<file path="src/rtl/dmae_pkg.sv">
// Shared types and constants for the multi-channel DMA address engine.
package dmae_pkg;

    localparam int CHANNELS     = 4;
    localparam int ADDR_W       = 32;
    localparam int COUNT_W      = 17;
    localparam int FLAGS_W      = 16;
    localparam int CTRL_SHIFT   = 16;
    localparam int START_LSB    = 12;
    localparam int F_ENABLE     = 15;
    localparam int F_WIDE       = 10;
    localparam int F_REPEAT     = 9;
    localparam int SRC_MODE_LSB = 7;
    localparam int DST_MODE_LSB = 5;

    typedef enum logic [1:0] {
        MODE_SETUP      = 2'd0,
        MODE_TRIGGER    = 2'd1,
        MODE_CTRL_WRITE = 2'd2,
        MODE_GRANT      = 2'd3
    } mode_t;

    typedef enum logic [1:0] {
        AM_INC    = 2'd0,
        AM_DEC    = 2'd1,
        AM_FIXED  = 2'd2,
        AM_RELOAD = 2'd3
    } am_t;

    typedef struct packed {
        logic [1:0]        mode;
        logic [2:0]        channel;
        logic [ADDR_W-1:0] source_address;
        logic [ADDR_W-1:0] dest_address;
        logic [31:0]       control_word;
        logic [1:0]        start_type;
    } item_t;

    typedef struct packed {
        logic [1:0]        channel_served;
        logic [ADDR_W-1:0] read_address;
        logic [ADDR_W-1:0] write_address;
        logic              wide;
        logic              last;
    } result_t;

    typedef struct packed {
        logic    valid;
        result_t data;
    } result_slot_t;

endpackage

</file>
<file path="src/rtl/dmae_in_stage.sv">
// Input register: holds one accepted item until the core consumes it.
module dmae_in_stage
(
    input  logic           clk,
    input  logic           rst_n,
    input  logic           item_valid,
    output logic           item_ready,
    input  dmae_pkg::item_t item,
    input  logic           advance,
    output logic           held_valid,
    output dmae_pkg::item_t held_item
);

    logic            valid_reg;
    logic            valid_next;
    dmae_pkg::item_t item_reg;

    assign item_ready = !valid_reg || advance;
    assign held_valid = valid_reg;
    assign held_item  = item_reg;

    always_comb
    begin
        valid_next = valid_reg;
        if (item_valid && item_ready)
        begin
            valid_next = 1'b1;
        end
        else if (advance)
        begin
            valid_next = 1'b0;
        end
    end

    always_ff @(posedge clk or negedge rst_n)
    begin
        if (!rst_n)
        begin
            valid_reg <= 1'b0;
        end
        else
        begin
            valid_reg <= valid_next;
        end
    end

    always_ff @(posedge clk)
    begin
        if (item_valid && item_ready)
        begin
            item_reg <= item;
        end
    end

endmodule

</file>
<file path="src/rtl/dmae_core.sv">
// Per-channel state, trigger logic, priority grant and address stepping.
module dmae_core
(
    input  logic                   clk,
    input  logic                   rst_n,
    input  dmae_pkg::item_t        item,
    input  logic                   advance,
    output dmae_pkg::result_slot_t slot
);

    typedef struct packed {
        logic [dmae_pkg::ADDR_W-1:0]  src;
        logic [dmae_pkg::ADDR_W-1:0]  dst;
        logic [dmae_pkg::COUNT_W-1:0] count;
        logic [dmae_pkg::FLAGS_W-1:0] flags;
        logic [dmae_pkg::ADDR_W-1:0]  src_copy;
        logic [dmae_pkg::ADDR_W-1:0]  dst_copy;
        logic [31:0]                  ctl_copy;
        logic                         pending;
    } chan_t;

    chan_t chan_reg  [dmae_pkg::CHANNELS];
    chan_t chan_next [dmae_pkg::CHANNELS];

    logic                          is_setup;
    logic                          is_trigger;
    logic                          is_ctrl;
    logic                          is_grant;
    logic                          ch_ok;
    logic                          fire_en;
    logic [1:0]                    fire_type;
    logic                          found;
    logic [dmae_pkg::CHANNELS-1:0] grant_oh;
    logic [dmae_pkg::CHANNELS-1:0] pend_vec;
    logic [dmae_pkg::CHANNELS-1:0] en_vec;

    function automatic logic [dmae_pkg::ADDR_W-1:0] step_addr
    (
        input logic [dmae_pkg::ADDR_W-1:0] a,
        input logic [1:0]                  m,
        input logic                        wide,
        input logic                        is_dest
    );
        logic [dmae_pkg::ADDR_W-1:0] size;
        logic [dmae_pkg::ADDR_W-1:0] r;
        size = wide ? dmae_pkg::ADDR_W'(4) : dmae_pkg::ADDR_W'(2);
        case (dmae_pkg::am_t'(m))
            dmae_pkg::AM_INC:    r = a + size;
            dmae_pkg::AM_DEC:    r = a - size;
            dmae_pkg::AM_RELOAD: r = is_dest ? a + size : a;
            default:             r = a;
        endcase
        return r;
    endfunction

    // Run complete: repeat reloads the count (and dest in reload mode), else disable.
    function automatic chan_t end_of_run(input chan_t s);
        chan_t r;
        r = s;
        r.pending = 1'b0;
        if (r.flags[dmae_pkg::F_REPEAT])
        begin
            r.count = r.ctl_copy[dmae_pkg::COUNT_W-1:0];
            if (dmae_pkg::am_t'(r.flags[dmae_pkg::DST_MODE_LSB +: 2]) == dmae_pkg::AM_RELOAD)
            begin
                r.dst = r.dst_copy;
            end
        end
        else
        begin
            r.flags[dmae_pkg::F_ENABLE] = 1'b0;
        end
        return r;
    endfunction

    assign is_setup   = dmae_pkg::mode_t'(item.mode) == dmae_pkg::MODE_SETUP;
    assign is_trigger = dmae_pkg::mode_t'(item.mode) == dmae_pkg::MODE_TRIGGER;
    assign is_ctrl    = dmae_pkg::mode_t'(item.mode) == dmae_pkg::MODE_CTRL_WRITE;
    assign is_grant   = dmae_pkg::mode_t'(item.mode) == dmae_pkg::MODE_GRANT;
    assign ch_ok      = {1'b0, item.channel} < 4'(dmae_pkg::CHANNELS);
    assign fire_en    = is_trigger || (is_setup && ch_ok);
    assign fire_type  = is_setup ? 2'b00 : item.start_type;

    // Lowest pending channel wins the grant.
    always_comb
    begin
        found    = 1'b0;
        grant_oh = '0;
        for (int c = 0; c < dmae_pkg::CHANNELS; c++)
        begin
            pend_vec[c] = chan_reg[c].pending;
            en_vec[c]   = chan_reg[c].flags[dmae_pkg::F_ENABLE];
            if (chan_reg[c].pending && !found)
            begin
                grant_oh[c] = 1'b1;
                found       = 1'b1;
            end
        end
    end

    always_comb
    begin
        slot.valid = is_grant && found;
        slot.data  = '0;
        for (int c = 0; c < dmae_pkg::CHANNELS; c++)
        begin
            if (grant_oh[c])
            begin
                slot.data.channel_served = 2'(c);
                slot.data.read_address   = chan_reg[c].src;
                slot.data.write_address  = chan_reg[c].dst;
                slot.data.wide           = chan_reg[c].flags[dmae_pkg::F_WIDE];
                slot.data.last           = chan_reg[c].count <= dmae_pkg::COUNT_W'(1);
            end
        end
    end

    always_comb
    begin
        chan_t t;
        logic  hit;
        logic  last_el;
        for (int c = 0; c < dmae_pkg::CHANNELS; c++)
        begin
            t       = chan_reg[c];
            hit     = {1'b0, item.channel} == 4'(c);
            last_el = t.count <= dmae_pkg::COUNT_W'(1);
            if (advance)
            begin
                if (is_setup && hit)
                begin
                    t.src_copy = item.source_address;
                    t.dst_copy = item.dest_address;
                    t.ctl_copy = item.control_word;
                    t.src      = item.source_address;
                    t.dst      = item.dest_address;
                    t.count    = item.control_word[dmae_pkg::COUNT_W-1:0];
                    t.flags    = item.control_word[dmae_pkg::CTRL_SHIFT +: dmae_pkg::FLAGS_W];
                    t.pending  = 1'b0;
                end
                if (is_ctrl && hit)
                begin
                    t.ctl_copy = item.control_word;
                end
                if (is_grant && grant_oh[c])
                begin
                    t.dst   = step_addr(t.dst, t.flags[dmae_pkg::DST_MODE_LSB +: 2],
                                        t.flags[dmae_pkg::F_WIDE], 1'b1);
                    t.src   = step_addr(t.src, t.flags[dmae_pkg::SRC_MODE_LSB +: 2],
                                        t.flags[dmae_pkg::F_WIDE], 1'b0);
                    t.count = t.count - dmae_pkg::COUNT_W'(1);
                    if (last_el)
                    begin
                        t.count = '0;
                        t = end_of_run(t);
                    end
                end
                if (fire_en)
                begin
                    if (!t.ctl_copy[dmae_pkg::CTRL_SHIFT + dmae_pkg::F_ENABLE])
                    begin
                        t.flags[dmae_pkg::F_ENABLE] = 1'b0;
                        t.pending = 1'b0;
                    end
                    if (t.flags[dmae_pkg::F_ENABLE] &&
                        t.flags[dmae_pkg::START_LSB +: 2] == fire_type)
                    begin
                        if (t.count == '0)
                        begin
                            t = end_of_run(t);
                        end
                        else
                        begin
                            t.pending = 1'b1;
                        end
                    end
                end
            end
            chan_next[c] = t;
        end
    end

    always_ff @(posedge clk or negedge rst_n)
    begin
        if (!rst_n)
        begin
            for (int c = 0; c < dmae_pkg::CHANNELS; c++)
            begin
                chan_reg[c] <= '0;
            end
        end
        else
        begin
            for (int c = 0; c < dmae_pkg::CHANNELS; c++)
            begin
                chan_reg[c] <= chan_next[c];
            end
        end
    end

    a_grant_onehot: assert property (@(posedge clk) disable iff (!rst_n)
        $onehot0(grant_oh))
        else $error("grant select not one-hot");

    a_result_only_on_grant: assert property (@(posedge clk) disable iff (!rst_n)
        slot.valid |-> (is_grant && (pend_vec != '0)))
        else $error("result without grant or pending channel");

    a_pending_needs_enable: assert property (@(posedge clk) disable iff (!rst_n)
        (pend_vec & ~en_vec) == '0)
        else $error("pending channel is not enabled");

endmodule

</file>
<file path="src/rtl/dmae_out_stage.sv">
// Result register: holds one transfer descriptor until the sink takes it.
module dmae_out_stage
(
    input  logic                   clk,
    input  logic                   rst_n,
    input  logic                   advance,
    input  dmae_pkg::result_slot_t slot,
    output logic                   result_valid,
    input  logic                   result_ready,
    output dmae_pkg::result_t      result
);

    logic              valid_reg;
    logic              valid_next;
    dmae_pkg::result_t data_reg;

    assign result_valid = valid_reg;
    assign result       = data_reg;

    always_comb
    begin
        valid_next = valid_reg;
        if (advance)
        begin
            valid_next = slot.valid;
        end
        else if (result_ready)
        begin
            valid_next = 1'b0;
        end
    end

    always_ff @(posedge clk or negedge rst_n)
    begin
        if (!rst_n)
        begin
            valid_reg <= 1'b0;
        end
        else
        begin
            valid_reg <= valid_next;
        end
    end

    always_ff @(posedge clk)
    begin
        if (advance && slot.valid)
        begin
            data_reg <= slot.data;
        end
    end

endmodule

</file>
<file path="src/rtl/multi_channel_dma_address_engine_top.sv">
// Top level of the four-channel DMA address engine.
//
//   channel   dir   handshake                    payload
//   item      in    item_valid / item_ready      dmae_pkg::item_t
//   result    out   result_valid / result_ready  dmae_pkg::result_t
//
// One item per cycle while the sink does not stall: the input register
// feeds one pass of channel logic into the result register, where a
// grant's transfer appears. Setup, trigger and control writes add none.
// Reset clears all channel state, pending bits and both stage valids.
// A result held by a stalled sink holds the input register; the item port
// still takes a transfer while the input register is empty.
module multi_channel_dma_address_engine_top
(
    input  logic              clk,
    input  logic              rst_n,
    input  logic              item_valid,
    output logic              item_ready,
    input  dmae_pkg::item_t   item,
    output logic              result_valid,
    input  logic              result_ready,
    output dmae_pkg::result_t result
);

    logic                   held_valid;
    dmae_pkg::item_t        held_item;
    logic                   advance;
    dmae_pkg::result_slot_t slot;

    assign advance = held_valid && (!result_valid || result_ready);

    dmae_in_stage u_in
    (
        .clk        (clk),
        .rst_n      (rst_n),
        .item_valid (item_valid),
        .item_ready (item_ready),
        .item       (item),
        .advance    (advance),
        .held_valid (held_valid),
        .held_item  (held_item)
    );

    dmae_core u_core
    (
        .clk     (clk),
        .rst_n   (rst_n),
        .item    (held_item),
        .advance (advance),
        .slot    (slot)
    );

    dmae_out_stage u_out
    (
        .clk          (clk),
        .rst_n        (rst_n),
        .advance      (advance),
        .slot         (slot),
        .result_valid (result_valid),
        .result_ready (result_ready),
        .result       (result)
    );

endmodule
</file>
<file path="config.mk">
export PLATFORM = sky130hd
export DESIGN_NAME = multi_channel_dma_address_engine_top
export DESIGN_NICKNAME = d
export VERILOG_FILES = /design/src/rtl/dmae_pkg.sv /design/src/rtl/dmae_in_stage.sv /design/src/rtl/dmae_core.sv /design/src/rtl/dmae_out_stage.sv /design/src/rtl/multi_channel_dma_address_engine_top.sv
export SDC_FILE = /design/constraint.sdc
export NUM_CORES = 2
export LEC_CHECK = 0
export BUFFER_PORTS_ARGS = -buffer_cell sky130_fd_sc_hd__buf_2
export CORE_MARGIN = 5
export CORE_UTILIZATION = 49
export CTS_BUF_LIST = sky130_fd_sc_hd__clkbuf_8
export DETAILED_ROUTE_END_ITERATION = 7
export PLACE_DENSITY = 0.64
export REMOVE_ABC_BUFFERS = 1
export SLEW_MARGIN = 5
export SYNTH_ARGS = -nofsm -noshare
export SYNTH_HDL_FRONTEND = slang
export SYNTH_SLANG_ARGS = --single-unit
</file>
<file path="constraint.sdc">
create_clock -name clk -period 13.6 [get_ports clk]
set_clock_uncertainty 0.1 [all_clocks]
set_input_delay 2.72 -clock clk [delete_from_list [all_inputs] [get_ports clk]]
set_output_delay 2.72 -clock clk [all_outputs]
set_load 0.1 [all_outputs]
</file>
==> results.tsv <==
metric	value	unit
status	complete, no violations	
clock transition at the registers of the reported paths	0.06	ns
cts bufs inserted	140	
Layout area overhead	9.33	%
CTS tree	done	
Largest register FFs	560	
Hold Vio Cnt, Final	0	
drc violations	0	
Crit path arrival time	8.61	ns
Max Slew Vio Count	0	
Netlist cell types	105	
Final Util	0.537	
postcts setup bufs	0	
Detailed Route WL	200	mm
slew margin rel.	0.155	
Pwr Density	177	nW/µm²
cell area after synthesis	54200	µm²
first-pass GRT wire length	304	mm
Peak Freq	127	MHz
Setup CP Type	flop to flop	
Seq cells post-synth	731	
Initial Utilization	0.492	
nets@finish	6957	
layout cells sized above 1	0.126	
CTS Hold Buffers Added	0	
unrepaired setup endpoints after global routing	false	
worst endpoint required time	14.32	ns
number of synthesis warnings	0	
Synth Instances	6664	
Period minus WS final	7.89	ns
clock buffer depth	3	
Worst-Margin Slew	1.23	ns
final worst path period share	0.580	
leading cell type in the layout, fill and taps excluded	nand2_1	
Routed Antenna Nets	0	
MaxCap Viol Count	0	
CP Launch Type	flop	
ys async rst share	0.774	
H-tree depth	4	
worst-path fanout max	53	
Post-synth EDFFs	165	
final setup fails	0	
most frequent cells in the layout	nand2_1 (1286), dfrtp_1 (564), o21ai_0 (493), a21oi_1 (482), nor2_1 (469)	
Vias per Instance	6.44	
antenna violations before repair	4	
Die H	343	µm
largest net degree at the start of global routing	130	
io pins	177	
sequential share of the synthesized area	0.353	
Filler cells	10500	
PostCTS Resize Cnt	0	
leakage power	26.0	nW
Avg WL per Cell	24.2	µm
Die X	343	µm
Syn Area/Cell	8.13	µm²
post-route setup slack	5.71	ns
Place WS	6.03	ns
clock root cell	clkbuf_8	
DRT iter0 DRCs	6069	
reg-to-reg slack, setup	5.71	ns
clock latency on the worst-skew pair	0.91	ns
GRT Total Usage	0.332	
Hold Crit Class	flop to flop	
DIE AREA	117000	µm²
Crit. End Element	flop	
# rows	122	
post-DP HPWL	138	mm
routability congestion estimate	0.959	
CTS sink cnt	731	
number of global-route vias before repair	49800	
core area	110000	µm²
Seq. cell area	19100	µm²
dominant synthesized flop cell	dfrtp_1	
worst ir drop on vdd	0.0000866	V
Multi-input gate area	32900	µm²
grt ovf	0	
IO buf count	170	
drt pass-1 iters	6	
detailed-route via count	53200	
==> worst paths after layout <==
check                                     start              endpoint  depth (start not counted)
hold reg to reg            u_core.chan_reg[595]  u_core.chan_reg[595]                          2
setup / recovery            u_in.held_item[101]  u_core.chan_reg[743]                         21
hold / removal             u_core.chan_reg[595]  u_core.chan_reg[595]                          2
min in group asynchronous                 rst_n  u_core.chan_reg[503]                          1
setup reg to reg            u_in.held_item[101]  u_core.chan_reg[743]                         21
max in group asynchronous                 rst_n  u_core.chan_reg[578]                          3
==> cells by family after synthesis <==
logic type / Yosys count / share of synthesized area
AND/OR/NAND/NOR: 2607 / 0.219
flip-flops: 731 / 0.353
adder cells (fa/ha/maj): 196 / 0.0458
XOR/XNOR: 172 / 0.0278
multiplexers: 386 / 0.0764
AO/OA/AOI/OAI: 2002 / 0.235
buffers and inverters: 570 / 0.0434
==> stage by stage <==
step	hold WS (ns)	TNS (ns)	power, mW	instance area, µm²	instances
2_1_floorplan	0.340	-431.51	6.81	52200	6201
3_3_place_gp	0.356	0	7.95	56200	8000
3_5_place_dp	0.359	0	8.04	56200	8000
4_1_cts	0.374	0	10.4	59200	8256
5_1_grt	0.399	0	11.2	59200	8260
6_report	0.371	0	10.5	59200	8261
==> metal layers <==
metal / wire (µm) / vias to the layer above / GRT usage
met5: 0 / - / 0
met4: 9600 / 0 / 0.151
met3: 17000 / 465 / 0.0523
met2: 86800 / 2628 / 0.505
met1: 86700 / 25700 / 0.468
li1: - / 24400 / -
==> layout make-up <==
| class | count | share of cell area |
|---|---|---|
| well taps | 1488 | 0.0314 |
| repair buffers | 311 | 0.0330 |
| clock buffers | 173 | 0.0402 |
| multi-input cells | 5363 | 0.555 |
| clock inverters | 83 | 0.0104 |
| inverters | 107 | 0.00678 |
| flip-flops and latches | 731 | 0.323 |
| diodes | 5 | 0.000211 |
==> synth_stat cells (47+ instances only) <==
cell,n,share of area
mux2_2,221,0.046
nand2b_1,47,0.0054
edfxtp_1,165,0.091
dfrtp_1,566,0.26
o211ai_1,52,0.0072
buf_2,50,0.0046
a211oi_1,63,0.0087
nor2_1,471,0.033
xor2_1,64,0.010
nor3_1,141,0.013
o21ai_0,495,0.046
a21o_1,135,0.019
and2_1,53,0.0061
inv_1,105,0.0073
xnor2_1,108,0.017
ha_1,192,0.044
mux2i_1,165,0.030
a21oi_1,484,0.045
clkbuf_1,331,0.023
o22ai_1,51,0.0059
or3_1,58,0.0067
and3_1,111,0.013
buf_1,50,0.0035
a22oi_1,144,0.020
a31oi_1,129,0.015
nand3_1,168,0.016
nand4_1,52,0.0060
nand2_1,1295,0.090
o21a_1,56,0.0078
==> where the power goes <==
group          switching [mW]  total, mW  internal (mW)
Sequential              0.470       3.26           2.79
Clock                    1.06       2.37           1.31
Combinational            2.98       4.87           1.89
Total                    4.51       10.5           5.99
==> worst max-delay path, stage by stage, from the launching register on <==
cell	delay, ns
edfxtp_1	0.74
nor3_4	0.48
buf_4	0.65
nand2_4	0.49
buf_4	0.48
mux2i_2	0.87
ha_1	0.35
inv_1	0.08
fa_1	0.47
nor2b_1	0.13
o21a_1	0.13
o21ai_0	0.13
a31oi_1	0.20
o21ai_1	0.13
a21oi_1	0.37
a211o_1	0.21
a21oi_1	0.15
o21ai_1	0.45
mux2i_1	0.60
mux2i_1	0.26
a21oi_1	0.08
o21ai_0	0.17
Power figures use the tool's default switching activity.
